==> src/design/posl_pkg.sv <==
// Package for the positional ordered list: widths, sizes, command and status codes,
// and the queued command record shared by the front end, the queue and the back end.
// Depends on nothing.
`default_nettype none

package posl_pkg;

    localparam int CAPACITY = 16;
    localparam int VAL_W    = 32;
    localparam int OP_W     = 3;
    localparam int POS_W    = 5;
    localparam int FLD_CNT_W = 5;
    localparam int CNT_W    = $clog2(CAPACITY + 1);
    localparam int IDX_W    = $clog2(CAPACITY);
    localparam int CMP_W    = ((CNT_W > POS_W) ? CNT_W : POS_W) + 1;
    localparam int Q_DEPTH  = 2;
    localparam int QPTR_W   = $clog2(Q_DEPTH);
    localparam int QCNT_W   = $clog2(Q_DEPTH + 1);

    typedef enum logic [OP_W-1:0] {
        OP_INS_FRONT = 3'd0,
        OP_INS_BACK  = 3'd1,
        OP_INS_AT    = 3'd2,
        OP_DEL_FRONT = 3'd3,
        OP_DEL_BACK  = 3'd4,
        OP_DEL_AT    = 3'd5,
        OP_LIST      = 3'd6,
        OP_COUNT     = 3'd7
    } op_t;

    typedef enum logic [1:0] {
        ST_OK    = 2'd0,
        ST_POS   = 2'd1,
        ST_EMPTY = 2'd2,
        ST_FULL  = 2'd3
    } status_t;

    typedef enum logic [1:0] {
        K_INSERT = 2'd0,
        K_DELETE = 2'd1,
        K_LIST   = 2'd2,
        K_COUNT  = 2'd3
    } kind_t;

    typedef enum logic [1:0] {
        W_FRONT = 2'd0,
        W_BACK  = 2'd1,
        W_AT    = 2'd2
    } where_t;

    typedef struct packed {
        kind_t             kind;
        where_t            where;
        logic [VAL_W-1:0]  value;
        logic [POS_W-1:0]  position;
    } cmd_t;

    typedef struct packed {
        logic empty;
        logic full;
    } q_status_t;

    typedef enum logic {
        BK_IDLE = 1'b0,
        BK_LIST = 1'b1
    } bk_state_t;

endpackage

`default_nettype wire

==> src/design/posl_front.sv <==
// Front end of the positional ordered list: takes commands and sorts them into
// a kind (insert, delete, list, count) and a place (front, back, position).
// Depends on posl_pkg.
`default_nettype none

module posl_front (
    input  wire logic                         start,
    input  wire logic                         q_full,
    input  wire logic [posl_pkg::OP_W-1:0]    opcode,
    input  wire logic signed [posl_pkg::VAL_W-1:0] value,
    input  wire logic [posl_pkg::POS_W-1:0]   position,
    output logic                              busy,
    output logic                              push,
    output posl_pkg::cmd_t                    cmd
);

    posl_pkg::op_t op;

    assign op   = posl_pkg::op_t'(opcode);
    assign busy = q_full;
    assign push = start && !q_full;

    always_comb
    begin
        cmd.value    = value;
        cmd.position = position;
        cmd.kind     = posl_pkg::K_COUNT;
        cmd.where    = posl_pkg::W_FRONT;
        unique case (op)
            posl_pkg::OP_INS_FRONT:
            begin
                cmd.kind  = posl_pkg::K_INSERT;
                cmd.where = posl_pkg::W_FRONT;
            end
            posl_pkg::OP_INS_BACK:
            begin
                cmd.kind  = posl_pkg::K_INSERT;
                cmd.where = posl_pkg::W_BACK;
            end
            posl_pkg::OP_INS_AT:
            begin
                cmd.kind  = posl_pkg::K_INSERT;
                cmd.where = posl_pkg::W_AT;
            end
            posl_pkg::OP_DEL_FRONT:
            begin
                cmd.kind  = posl_pkg::K_DELETE;
                cmd.where = posl_pkg::W_FRONT;
            end
            posl_pkg::OP_DEL_BACK:
            begin
                cmd.kind  = posl_pkg::K_DELETE;
                cmd.where = posl_pkg::W_BACK;
            end
            posl_pkg::OP_DEL_AT:
            begin
                cmd.kind  = posl_pkg::K_DELETE;
                cmd.where = posl_pkg::W_AT;
            end
            posl_pkg::OP_LIST:
            begin
                cmd.kind = posl_pkg::K_LIST;
            end
            posl_pkg::OP_COUNT:
            begin
                cmd.kind = posl_pkg::K_COUNT;
            end
            default:
            begin
                cmd.kind = posl_pkg::K_COUNT;
            end
        endcase
    end

endmodule

`default_nettype wire

==> src/design/posl_queue.sv <==
// Short command queue between the front end and the back end of the list.
// Depends on posl_pkg.
`default_nettype none

module posl_queue (
    input  wire logic             clk,
    input  wire logic             rst_n,
    input  wire logic             push,
    input  wire posl_pkg::cmd_t   push_cmd,
    input  wire logic             pop,
    output posl_pkg::cmd_t        head,
    output posl_pkg::q_status_t   q_stat
);

    posl_pkg::cmd_t                   slots_reg [posl_pkg::Q_DEPTH];
    logic [posl_pkg::QPTR_W-1:0]      wr_ptr_reg, wr_ptr_next;
    logic [posl_pkg::QPTR_W-1:0]      rd_ptr_reg, rd_ptr_next;
    logic [posl_pkg::QCNT_W-1:0]      fill_reg, fill_next;
    logic                             do_push, do_pop;

    assign q_stat.empty = (fill_reg == '0);
    assign q_stat.full  = (fill_reg == posl_pkg::QCNT_W'(posl_pkg::Q_DEPTH));
    assign head         = slots_reg[rd_ptr_reg];
    assign do_push      = push && !q_stat.full;
    assign do_pop       = pop && !q_stat.empty;

    always_comb
    begin
        wr_ptr_next = wr_ptr_reg;
        rd_ptr_next = rd_ptr_reg;
        fill_next   = fill_reg;
        if (do_push)
        begin
            wr_ptr_next = (wr_ptr_reg == posl_pkg::QPTR_W'(posl_pkg::Q_DEPTH - 1))
                        ? '0 : wr_ptr_reg + posl_pkg::QPTR_W'(1);
        end
        if (do_pop)
        begin
            rd_ptr_next = (rd_ptr_reg == posl_pkg::QPTR_W'(posl_pkg::Q_DEPTH - 1))
                        ? '0 : rd_ptr_reg + posl_pkg::QPTR_W'(1);
        end
        if (do_push && !do_pop)
        begin
            fill_next = fill_reg + posl_pkg::QCNT_W'(1);
        end
        else if (do_pop && !do_push)
        begin
            fill_next = fill_reg - posl_pkg::QCNT_W'(1);
        end
    end

    always_ff @(posedge clk or negedge rst_n)
    begin
        if (!rst_n)
        begin
            wr_ptr_reg <= '0;
            rd_ptr_reg <= '0;
            fill_reg   <= '0;
        end
        else
        begin
            wr_ptr_reg <= wr_ptr_next;
            rd_ptr_reg <= rd_ptr_next;
            fill_reg   <= fill_next;
        end
    end

    always_ff @(posedge clk)
    begin
        if (do_push)
        begin
            slots_reg[wr_ptr_reg] <= push_cmd;
        end
    end

endmodule

`default_nettype wire

==> src/design/posl_back.sv <==
// Back end of the positional ordered list: the shifting value store, the count,
// the checks on each command and the registered result ports.
// Depends on posl_pkg.
`default_nettype none

module posl_back (
    input  wire logic                          clk,
    input  wire logic                          rst_n,
    input  wire posl_pkg::cmd_t                head,
    input  wire posl_pkg::q_status_t           q_stat,
    output logic                               pop,
    output logic                               valid,
    output logic signed [posl_pkg::VAL_W-1:0]  value_out,
    output logic [posl_pkg::FLD_CNT_W-1:0]     index_out,
    output logic [posl_pkg::FLD_CNT_W-1:0]     count,
    output logic [1:0]                         status,
    output logic                               last
);

    localparam int CAP = posl_pkg::CAPACITY;

    posl_pkg::bk_state_t                 state_reg, state_next;
    logic [posl_pkg::VAL_W-1:0]          entries_reg [CAP];
    logic [posl_pkg::VAL_W-1:0]          entries_next [CAP];
    logic [posl_pkg::CNT_W-1:0]          cnt_reg, cnt_next;
    logic [posl_pkg::IDX_W-1:0]          list_idx_reg, list_idx_next;

    logic                                valid_reg, valid_next;
    logic [posl_pkg::VAL_W-1:0]          value_reg, value_next;
    logic [posl_pkg::FLD_CNT_W-1:0]      index_reg, index_next;
    logic [posl_pkg::FLD_CNT_W-1:0]      count_reg, count_next;
    posl_pkg::status_t                   status_reg, status_next;
    logic                                last_reg, last_next;

    logic                                do_ins, do_del;
    logic [posl_pkg::IDX_W-1:0]          slot;
    logic [posl_pkg::CMP_W-1:0]          pos_ext, cnt_ext;
    logic                                is_full, is_empty, list_end;

    assign pos_ext  = posl_pkg::CMP_W'(head.position);
    assign cnt_ext  = posl_pkg::CMP_W'(cnt_reg);
    assign is_full  = (cnt_reg == posl_pkg::CNT_W'(CAP));
    assign is_empty = (cnt_reg == '0);
    assign list_end = (list_idx_reg == posl_pkg::IDX_W'(cnt_reg - posl_pkg::CNT_W'(1)));

    // Next state.
    always_comb
    begin
        state_next = state_reg;
        unique case (state_reg)
            posl_pkg::BK_IDLE:
            begin
                if (!q_stat.empty && head.kind == posl_pkg::K_LIST && !is_empty)
                begin
                    state_next = posl_pkg::BK_LIST;
                end
            end
            posl_pkg::BK_LIST:
            begin
                if (list_end)
                begin
                    state_next = posl_pkg::BK_IDLE;
                end
            end
            default:
            begin
                state_next = posl_pkg::BK_IDLE;
            end
        endcase
    end

    // Command checks, result fields and store control.
    always_comb
    begin
        pop           = 1'b0;
        do_ins        = 1'b0;
        do_del        = 1'b0;
        slot          = '0;
        list_idx_next = list_idx_reg;
        valid_next    = 1'b0;
        value_next    = '0;
        index_next    = '0;
        status_next   = posl_pkg::ST_OK;
        last_next     = 1'b1;
        unique case (state_reg)
            posl_pkg::BK_IDLE:
            begin
                if (!q_stat.empty)
                begin
                    pop        = 1'b1;
                    valid_next = 1'b1;
                    unique case (head.kind)
                        posl_pkg::K_INSERT:
                        begin
                            priority if (is_full)
                            begin
                                status_next = posl_pkg::ST_FULL;
                            end
                            else if (head.where == posl_pkg::W_FRONT)
                            begin
                                do_ins = 1'b1;
                            end
                            else if (head.where == posl_pkg::W_BACK)
                            begin
                                do_ins = 1'b1;
                                slot   = posl_pkg::IDX_W'(cnt_reg);
                            end
                            else if (pos_ext == '0
                                     || pos_ext > cnt_ext + posl_pkg::CMP_W'(1))
                            begin
                                status_next = posl_pkg::ST_POS;
                            end
                            else
                            begin
                                do_ins = 1'b1;
                                slot   = posl_pkg::IDX_W'(pos_ext - posl_pkg::CMP_W'(1));
                            end
                        end
                        posl_pkg::K_DELETE:
                        begin
                            priority if (is_empty)
                            begin
                                status_next = posl_pkg::ST_EMPTY;
                            end
                            else if (head.where == posl_pkg::W_FRONT)
                            begin
                                do_del = 1'b1;
                            end
                            else if (head.where == posl_pkg::W_BACK)
                            begin
                                do_del = 1'b1;
                                slot   = posl_pkg::IDX_W'(cnt_reg - posl_pkg::CNT_W'(1));
                            end
                            else if (pos_ext == '0 || pos_ext > cnt_ext)
                            begin
                                status_next = posl_pkg::ST_POS;
                            end
                            else
                            begin
                                do_del = 1'b1;
                                slot   = posl_pkg::IDX_W'(pos_ext - posl_pkg::CMP_W'(1));
                            end
                        end
                        posl_pkg::K_LIST:
                        begin
                            // A non-empty list is walked from the next cycle on.
                            if (is_empty)
                            begin
                                status_next = posl_pkg::ST_EMPTY;
                            end
                            else
                            begin
                                valid_next    = 1'b0;
                                list_idx_next = '0;
                            end
                        end
                        posl_pkg::K_COUNT:
                        begin
                            status_next = posl_pkg::ST_OK;
                        end
                        default:
                        begin
                            status_next = posl_pkg::ST_OK;
                        end
                    endcase
                end
            end
            posl_pkg::BK_LIST:
            begin
                valid_next    = 1'b1;
                value_next    = entries_reg[list_idx_reg];
                index_next    = posl_pkg::FLD_CNT_W'(posl_pkg::CNT_W'(list_idx_reg)
                                                    + posl_pkg::CNT_W'(1));
                last_next     = list_end;
                list_idx_next = list_idx_reg + posl_pkg::IDX_W'(1);
            end
            default:
            begin
                valid_next = 1'b0;
            end
        endcase

        cnt_next = cnt_reg;
        if (do_ins)
        begin
            cnt_next = cnt_reg + posl_pkg::CNT_W'(1);
        end
        else if (do_del)
        begin
            cnt_next = cnt_reg - posl_pkg::CNT_W'(1);
        end
        count_next = posl_pkg::FLD_CNT_W'(cnt_next);
    end

    // Each store slot picks its own value: hold, take the new word, or take a neighbor.
    always_comb
    begin
        for (int i = 0; i < CAP; i++)
        begin
            entries_next[i] = entries_reg[i];
            if (do_ins)
            begin
                if (posl_pkg::IDX_W'(i) == slot)
                begin
                    entries_next[i] = head.value;
                end
                else if (i > 0 && posl_pkg::IDX_W'(i) > slot)
                begin
                    entries_next[i] = entries_reg[(i > 0) ? i - 1 : 0];
                end
            end
            else if (do_del && i < CAP - 1 && posl_pkg::IDX_W'(i) >= slot)
            begin
                entries_next[i] = entries_reg[(i < CAP - 1) ? i + 1 : i];
            end
        end
    end

    always_ff @(posedge clk or negedge rst_n)
    begin
        if (!rst_n)
        begin
            state_reg    <= posl_pkg::BK_IDLE;
            cnt_reg      <= '0;
            list_idx_reg <= '0;
            valid_reg    <= 1'b0;
        end
        else
        begin
            state_reg    <= state_next;
            cnt_reg      <= cnt_next;
            list_idx_reg <= list_idx_next;
            valid_reg    <= valid_next;
        end
    end

    always_ff @(posedge clk)
    begin
        value_reg  <= value_next;
        index_reg  <= index_next;
        count_reg  <= count_next;
        status_reg <= status_next;
        last_reg   <= last_next;
        for (int i = 0; i < CAP; i++)
        begin
            entries_reg[i] <= entries_next[i];
        end
    end

    assign valid     = valid_reg;
    assign value_out = value_reg;
    assign index_out = index_reg;
    assign count     = count_reg;
    assign status    = status_reg;
    assign last      = last_reg;

    a_cnt_bound: assert property (@(posedge clk) disable iff (!rst_n)
        cnt_reg <= posl_pkg::CNT_W'(CAP))
        else $error("stored count exceeds capacity");

    a_no_pop_in_list: assert property (@(posedge clk) disable iff (!rst_n)
        state_reg == posl_pkg::BK_LIST |-> !pop)
        else $error("command taken from queue while a list is being walked");

    a_pop_nonempty: assert property (@(posedge clk) disable iff (!rst_n)
        pop |-> !q_stat.empty)
        else $error("pop from an empty queue");

    a_list_runs_on: assert property (@(posedge clk) disable iff (!rst_n)
        valid_reg && !last_reg |=> valid_reg)
        else $error("list results not delivered back to back");

    a_error_is_last: assert property (@(posedge clk) disable iff (!rst_n)
        valid_reg && status_reg != posl_pkg::ST_OK |-> last_reg && index_reg == '0)
        else $error("error result not a single final word");

endmodule

`default_nettype wire

==> src/design/positional_ordered_list.sv <==
// Top level of the positional ordered list: front end, command queue and back end.
// Depends on posl_pkg, posl_front, posl_queue and posl_back.
//
// Usage: a command word (opcode, value, position) is taken at a rising edge where
// start is high and busy is low. busy rises only when the two-entry command queue
// is full. Every command gives result words on value_out, index_out, count, status
// and last, each shown for exactly one cycle with valid high; the receiver cannot
// stall, so results are never held back.
// A command reaches the back end from the head of the queue when the back end is
// idle; an edit or count then gives a single registered result, while a list
// command on a non-empty store gives one word per stored value, one per cycle.
// Throughput: an edit or count does not keep the back end from taking the next
// command (the shifting store moves every slot in parallel); a list holds the back
// end while it walks the stored values, and further commands wait in the queue.
// Reset empties the list and the queue and clears valid; stored values are not
// cleared, since only slots below the count are ever read.
`default_nettype none

module positional_ordered_list (
    input  wire logic                          clk,
    input  wire logic                          rst_n,
    input  wire logic                          start,
    output logic                               busy,
    input  wire logic [posl_pkg::OP_W-1:0]     opcode,
    input  wire logic signed [posl_pkg::VAL_W-1:0] value,
    input  wire logic [posl_pkg::POS_W-1:0]    position,
    output logic                               valid,
    output logic signed [posl_pkg::VAL_W-1:0]  value_out,
    output logic [posl_pkg::FLD_CNT_W-1:0]     index_out,
    output logic [posl_pkg::FLD_CNT_W-1:0]     count,
    output logic [1:0]                         status,
    output logic                               last
);

    posl_pkg::cmd_t       push_cmd;
    posl_pkg::cmd_t       head;
    posl_pkg::q_status_t  q_stat;
    logic                 push;
    logic                 pop;

    posl_front u_front (
        .start    (start),
        .q_full   (q_stat.full),
        .opcode   (opcode),
        .value    (value),
        .position (position),
        .busy     (busy),
        .push     (push),
        .cmd      (push_cmd)
    );

    posl_queue u_queue (
        .clk      (clk),
        .rst_n    (rst_n),
        .push     (push),
        .push_cmd (push_cmd),
        .pop      (pop),
        .head     (head),
        .q_stat   (q_stat)
    );

    posl_back u_back (
        .clk       (clk),
        .rst_n     (rst_n),
        .head      (head),
        .q_stat    (q_stat),
        .pop       (pop),
        .valid     (valid),
        .value_out (value_out),
        .index_out (index_out),
        .count     (count),
        .status    (status),
        .last      (last)
    );

endmodule

`default_nettype wire
==> config.mk <==
export PLATFORM = sky130hd
export DESIGN_NAME = positional_ordered_list
export DESIGN_NICKNAME = d
export VERILOG_FILES = /design/src/design/posl_pkg.sv /design/src/design/posl_front.sv /design/src/design/posl_queue.sv /design/src/design/posl_back.sv /design/src/design/positional_ordered_list.sv
export SDC_FILE = /design/constraint.sdc
export NUM_CORES = 2
export LEC_CHECK = 0
export BUFFER_PORTS_ARGS = -buffer_cell sky130_fd_sc_hd__buf_2
export CORE_UTILIZATION = 45
export DETAILED_ROUTE_END_ITERATION = 7
export PLACE_DENSITY = 0.66
export SYNTH_ARGS = -nofsm -noshare
export SYNTH_HDL_FRONTEND = slang
export SYNTH_SLANG_ARGS = --single-unit
==> constraint.sdc <==
create_clock -name clk -period 10.8 [get_ports clk]
set_input_delay 1.62 -clock clk [delete_from_list [all_inputs] [get_ports clk]]
set_output_delay 1.62 -clock clk [all_outputs]
set_load 0.05 [all_outputs]
==> impl_results.html <==
<table>
<tr><th>Metric</th><th>Value</th></tr>
<tr><th colspan="2">Status</th></tr>
<tr><td>Status</td><td>complete, no violations</td></tr>
<tr><th colspan="2">Drt</th></tr>
<tr><td>Number of optimization iterations in the first detailed-route pass</td><td>7</td></tr>
<tr><td>Vias per cell</td><td>7.28</td></tr>
<tr><td>Antenna viol nets, final</td><td>0</td></tr>
<tr><td>Count of vias placed by the detailed router</td><td>30400</td></tr>
<tr><td>Violation count after the first detailed-route iteration</td><td>5140</td></tr>
<tr><td>DRC violations left</td><td>0</td></tr>
<tr><td>Final routed wirelength across all metal layers</td><td>133000 um</td></tr>
<tr><td>Final routed wire length divided by cell count</td><td>31.7 um</td></tr>
<tr><th colspan="2">Layout</th></tr>
<tr><td>Commonest non-fill, non-tap cells in the layout</td><td>nand2_1 (810), edfxtp_1 (594), o221ai_1 (321), nand3_1 (204), mux4_2 (160)</td></tr>
<tr><td>Area overhead of the layout relative to synthesis</td><td>10.0%</td></tr>
<tr><td>Layout cell share with drive strength beyond 1</td><td>17.3%</td></tr>
<tr><td>Most common cell after layout, fill and taps aside</td><td>nand2_1</td></tr>
<tr><td>Net count, final</td><td>3133</td></tr>
<tr><td>Flip-flop count of the largest register, all copies and words added</td><td>512</td></tr>
<tr><td>Fin util</td><td>50.4%</td></tr>
<tr><th colspan="2">Flow run</th></tr>
<tr><td># Max-Cap Violations</td><td>0</td></tr>
<tr><th colspan="2">Synth</th></tr>
<tr><td>Yosys warnings</td><td>0</td></tr>
<tr><td>Post-Syn Instances</td><td>3194</td></tr>
<tr><td>Primary flip-flop cell chosen by synthesis mapping</td><td>edfxtp_1</td></tr>
<tr><td>Number of nets produced by synthesis</td><td>3253</td></tr>
<tr><td>Sequential fraction of the synthesis area</td><td>52.5%</td></tr>
<tr><td>Proportion of register bits with asynchronous set or reset after synthesis</td><td>approximately 2.3%</td></tr>
<tr><td>Number of unique standard cell types used by synthesis</td><td>between 70 and 80</td></tr>
<tr><td>Mapped Avg Cell Area</td><td>roughly 11 um2</td></tr>
<tr><td>Number of enable-type register cells in the synthesized netlist</td><td>around 590</td></tr>
<tr><td>Flip-flop and latch count after synthesis</td><td>654</td></tr>
<tr><td>Cell area after synthesis</td><td>36400 um2</td></tr>
<tr><th colspan="2">Clocking</th></tr>
<tr><td>Clock root cell</td><td>clkbuf_16</td></tr>
<tr><td>Post-CTS repair timing setup buffer count</td><td>0</td></tr>
<tr><td>Number of buffers between clock root and the deepest sink</td><td>3</td></tr>
<tr><td>Count of instances resized after the clock tree is built</td><td>0</td></tr>
<tr><td>CTS HTree Levels</td><td>3</td></tr>
<tr><td>Clock latency at the later pin of the worst-skew pair</td><td>0.65 ns</td></tr>
<tr><td>Number of buffers inserted during clock tree synthesis</td><td>74</td></tr>
<tr><td>Clock tree from TritonCTS</td><td>done</td></tr>
<tr><td>Hold buffer count at cts</td><td>0</td></tr>
<tr><td>Count of clock tree sinks</td><td>654</td></tr>
<tr><td>Clock-pin transition on the worst setup and hold timing paths</td><td>0.06 ns</td></tr>
<tr><th colspan="2">Pwr</th></tr>
<tr><td>Pwr per Cell Area</td><td>349 nW/um2</td></tr>
<tr><td>Worst supply voltage drop on vdd</td><td>around 0.22 mV</td></tr>
<tr><td>Leakage</td><td>13.3 nW</td></tr>
<tr><th colspan="2">GRT</th></tr>
<tr><td>Global-route usage over all layers</td><td>31.8%</td></tr>
<tr><td>Maximum number of pins on one net before global-route repair</td><td>117</td></tr>
<tr><td>Number of global-route vias before repair</td><td>29800</td></tr>
<tr><td>Wire length of the first global-routing pass</td><td>195000 um</td></tr>
<tr><td>Antenna violations before repair</td><td>2</td></tr>
<tr><td>Sum of overflow across all layers after global routing</td><td>0</td></tr>
<tr><th colspan="2">Worst setup path</th></tr>
<tr><td>Kind of end point of the critical path</td><td>flop</td></tr>
<tr><td>Most Frequent Cell on Critical Path</td><td>buf_4</td></tr>
<tr><td>Start-to-end type of the worst setup path</td><td>reg -&gt; reg</td></tr>
<tr><td>Type of element launching the critical path</td><td>flop</td></tr>
<tr><td>Master of the slowest instance on the critical path</td><td>o21ai_1</td></tr>
<tr><td>Endpoint required time on the critical path</td><td>11.12 ns</td></tr>
<tr><td>R2R depth</td><td>12</td></tr>
<tr><td>Cell breakdown of the critical path</td><td>buf_4 &gt; mux2_2 &gt; ha_1 &gt; nand3_1 &gt; o21bai_1 &gt; a31o_2 &gt; a21o_4 &gt; nand2_4 &gt; inv_8 &gt; o21ai_1 &gt; nand2b_2 &gt; buf_4</td></tr>
<tr><td>Worst Setup SP</td><td>u_queue.rd_ptr_reg</td></tr>
<tr><td>Launching point of the worst reg2reg path</td><td>u_queue.rd_ptr_reg</td></tr>
<tr><td>Critical path data arrival time</td><td>6.85 ns</td></tr>
<tr><td>Biggest fanout along the worst timing path</td><td>116</td></tr>
<tr><td>Biggest cell delay along the critical path</td><td>1.02 ns</td></tr>
<tr><th colspan="2">STA</th></tr>
<tr><td>Setup repair after global routing missed its margin</td><td>no</td></tr>
<tr><td>Worst-case clock skew</td><td>0.0349 ns</td></tr>
<tr><td>Fin crit share</td><td>60.4%</td></tr>
<tr><td>Post-Route Setup TNS</td><td>0 ns</td></tr>
<tr><td>Max-slew violation total from the final report</td><td>0</td></tr>
<tr><td>Achievable clock frequency</td><td>153 MHz</td></tr>
<tr><td>Transition at the pin with the smallest max-transition slack</td><td>around 1.3 ns</td></tr>
<tr><td>Count of endpoints failing setup in the final report</td><td>0</td></tr>
<tr><td>Hold violation count in the final report</td><td>0</td></tr>
<tr><td>Minimum clock period after layout</td><td>about 6.5 ns</td></tr>
<tr><td>Tightest slew margin relative to the limit</td><td>9.83%</td></tr>
<tr><th colspan="2">Hold path</th></tr>
<tr><td>Hold Path Cell Cnt</td><td>1</td></tr>
<tr><td>Beginning of the worst hold path</td><td>u_queue.fill_reg[1]</td></tr>
<tr><td>Type of the worst min-delay path</td><td>reg -&gt; reg</td></tr>
<tr><th colspan="2">Floorplanning</th></tr>
<tr><td>Count of pins on the block boundary</td><td>90</td></tr>
<tr><td>Initial Utilization</td><td>45.8%</td></tr>
<tr><td>Site Rows</td><td>a little over 100</td></tr>
<tr><td>Area enclosed by the die boundary</td><td>slightly above 80000 um2</td></tr>
<tr><td>Chip width</td><td>between 200 and 300 um</td></tr>
<tr><td>Die height</td><td>287 um</td></tr>
<tr><td>Area of the core region</td><td>79500 um2</td></tr>
<tr><th colspan="2">Place</th></tr>
<tr><td>Quantity of I/O buffers inserted on ports</td><td>89</td></tr>
<tr><td>Final weighted congestion of routability-driven global placement</td><td>~0.9</td></tr>
<tr><td>Detailed Place HPWL</td><td>74200 um</td></tr>
</table>
[cells in the mapped netlist, drive strengths merged (3+ instances only)]
library cell  number  area (um2)
inv               17        63.8
a21o              39         293
o211ai            70         531
nor3b              4        30.0
o31ai             34         269
mux2              68         766
a221o             32         320
nand4              3        18.8
dfrtp             15         375
and3              36         225
nor2b              3        18.8
nand2            814        3060
o21a               4        30.0
nor2              22        82.6
o221ai           321        2810
mux2i              5        53.8
nor4              46         363
a22oi              3        27.5
mux4             160        3600
nand2b             5        31.3
dfxtp             45         901
and2              71         444
a31o               3        26.3
o21ai             10        50.1
a41o              65         651
nand3            205        1030
a21oi             12        60.1
xor2               5        43.8
or2                4        25.0
o32ai              4        42.6
clkbuf           254         956
nor3              12        60.1
edfxtp           594       17800
a31oi             38         253
buf              109         472
xnor2             19         166
ha                16         200
[through the flow]
stage	instance area, um2	hold slack [ns]	worst slack (ns)	power [mW]	cells
2_1_floorplan	36400	0.461	4.22	9.06	3194
3_3_place_gp	37700	0.487	4.48	11.1	4048
3_5_place_dp	37700	0.491	4.38	11.3	4048
4_1_cts	40100	0.505	4.34	13.8	4183
5_1_grt	40100	0.525	3.97	14.4	4183
6_report	40100	0.504	4.27	14.0	4184
[worst max-delay path, delay by kind of cell (launching register included)]
kind            cells  cell delay, ns
flops               1            0.43
fa+ha+maj           1            0.30
buf+inv             3            1.55
compound gates      4            1.93
simple gates        3            1.48
mux                 1            0.45
[final cells by class]
cell class,instances,area [um2]
diodes,1,2.50
flip-flops and latches,654,19100
clock buffers,110,2140
inverters,17,72.6
repair buffers,167,1040
fillers,6828,39400
multi-input cells,2160,16200
clock inverters,25,213
well taps,1050,1310
[where the power goes]
part,internal [mW],total [mW],switching [mW]
combinational,2.18,6.25,4.07
clock,1.42,2.50,1.07
sequential,4.38,5.22,0.839
total,7.99,14.0,5.98
[cells by family after synthesis]
group	synth area share (%)
simple gates	15.0
flops	52.5
compound gates	15.2
buf+inv	4.09
mux	12.1
xor+xnor	0.577
fa+ha+maj	0.550
[layer usage]
layer | up-vias | part of all wire, % | track usage, %
li1 | 12300 | - | -
met1 | 15000 | 37 | 42.1
met2 | 2682 | 45 | 49.1
met3 | 485 | 12 | 6.78
met4 | 2 | 5.8 | 16.7
met5 | - | 0.014 | 0
[path summary, 6_finish.rpt]
path	to	slack, ns
max reg2reg	u_back.entries_reg[8][24]	4.27
min	u_queue.fill_reg[1]	0.50
max in group asynchronous	u_back.list_idx_reg[0]	9.54
min in group asynchronous	u_back.list_idx_reg[1]	0.92
max	u_back.entries_reg[8][24]	4.27
min reg2reg	u_queue.fill_reg[1]	0.50
Note: power is estimated with default switching activity, not from simulation.
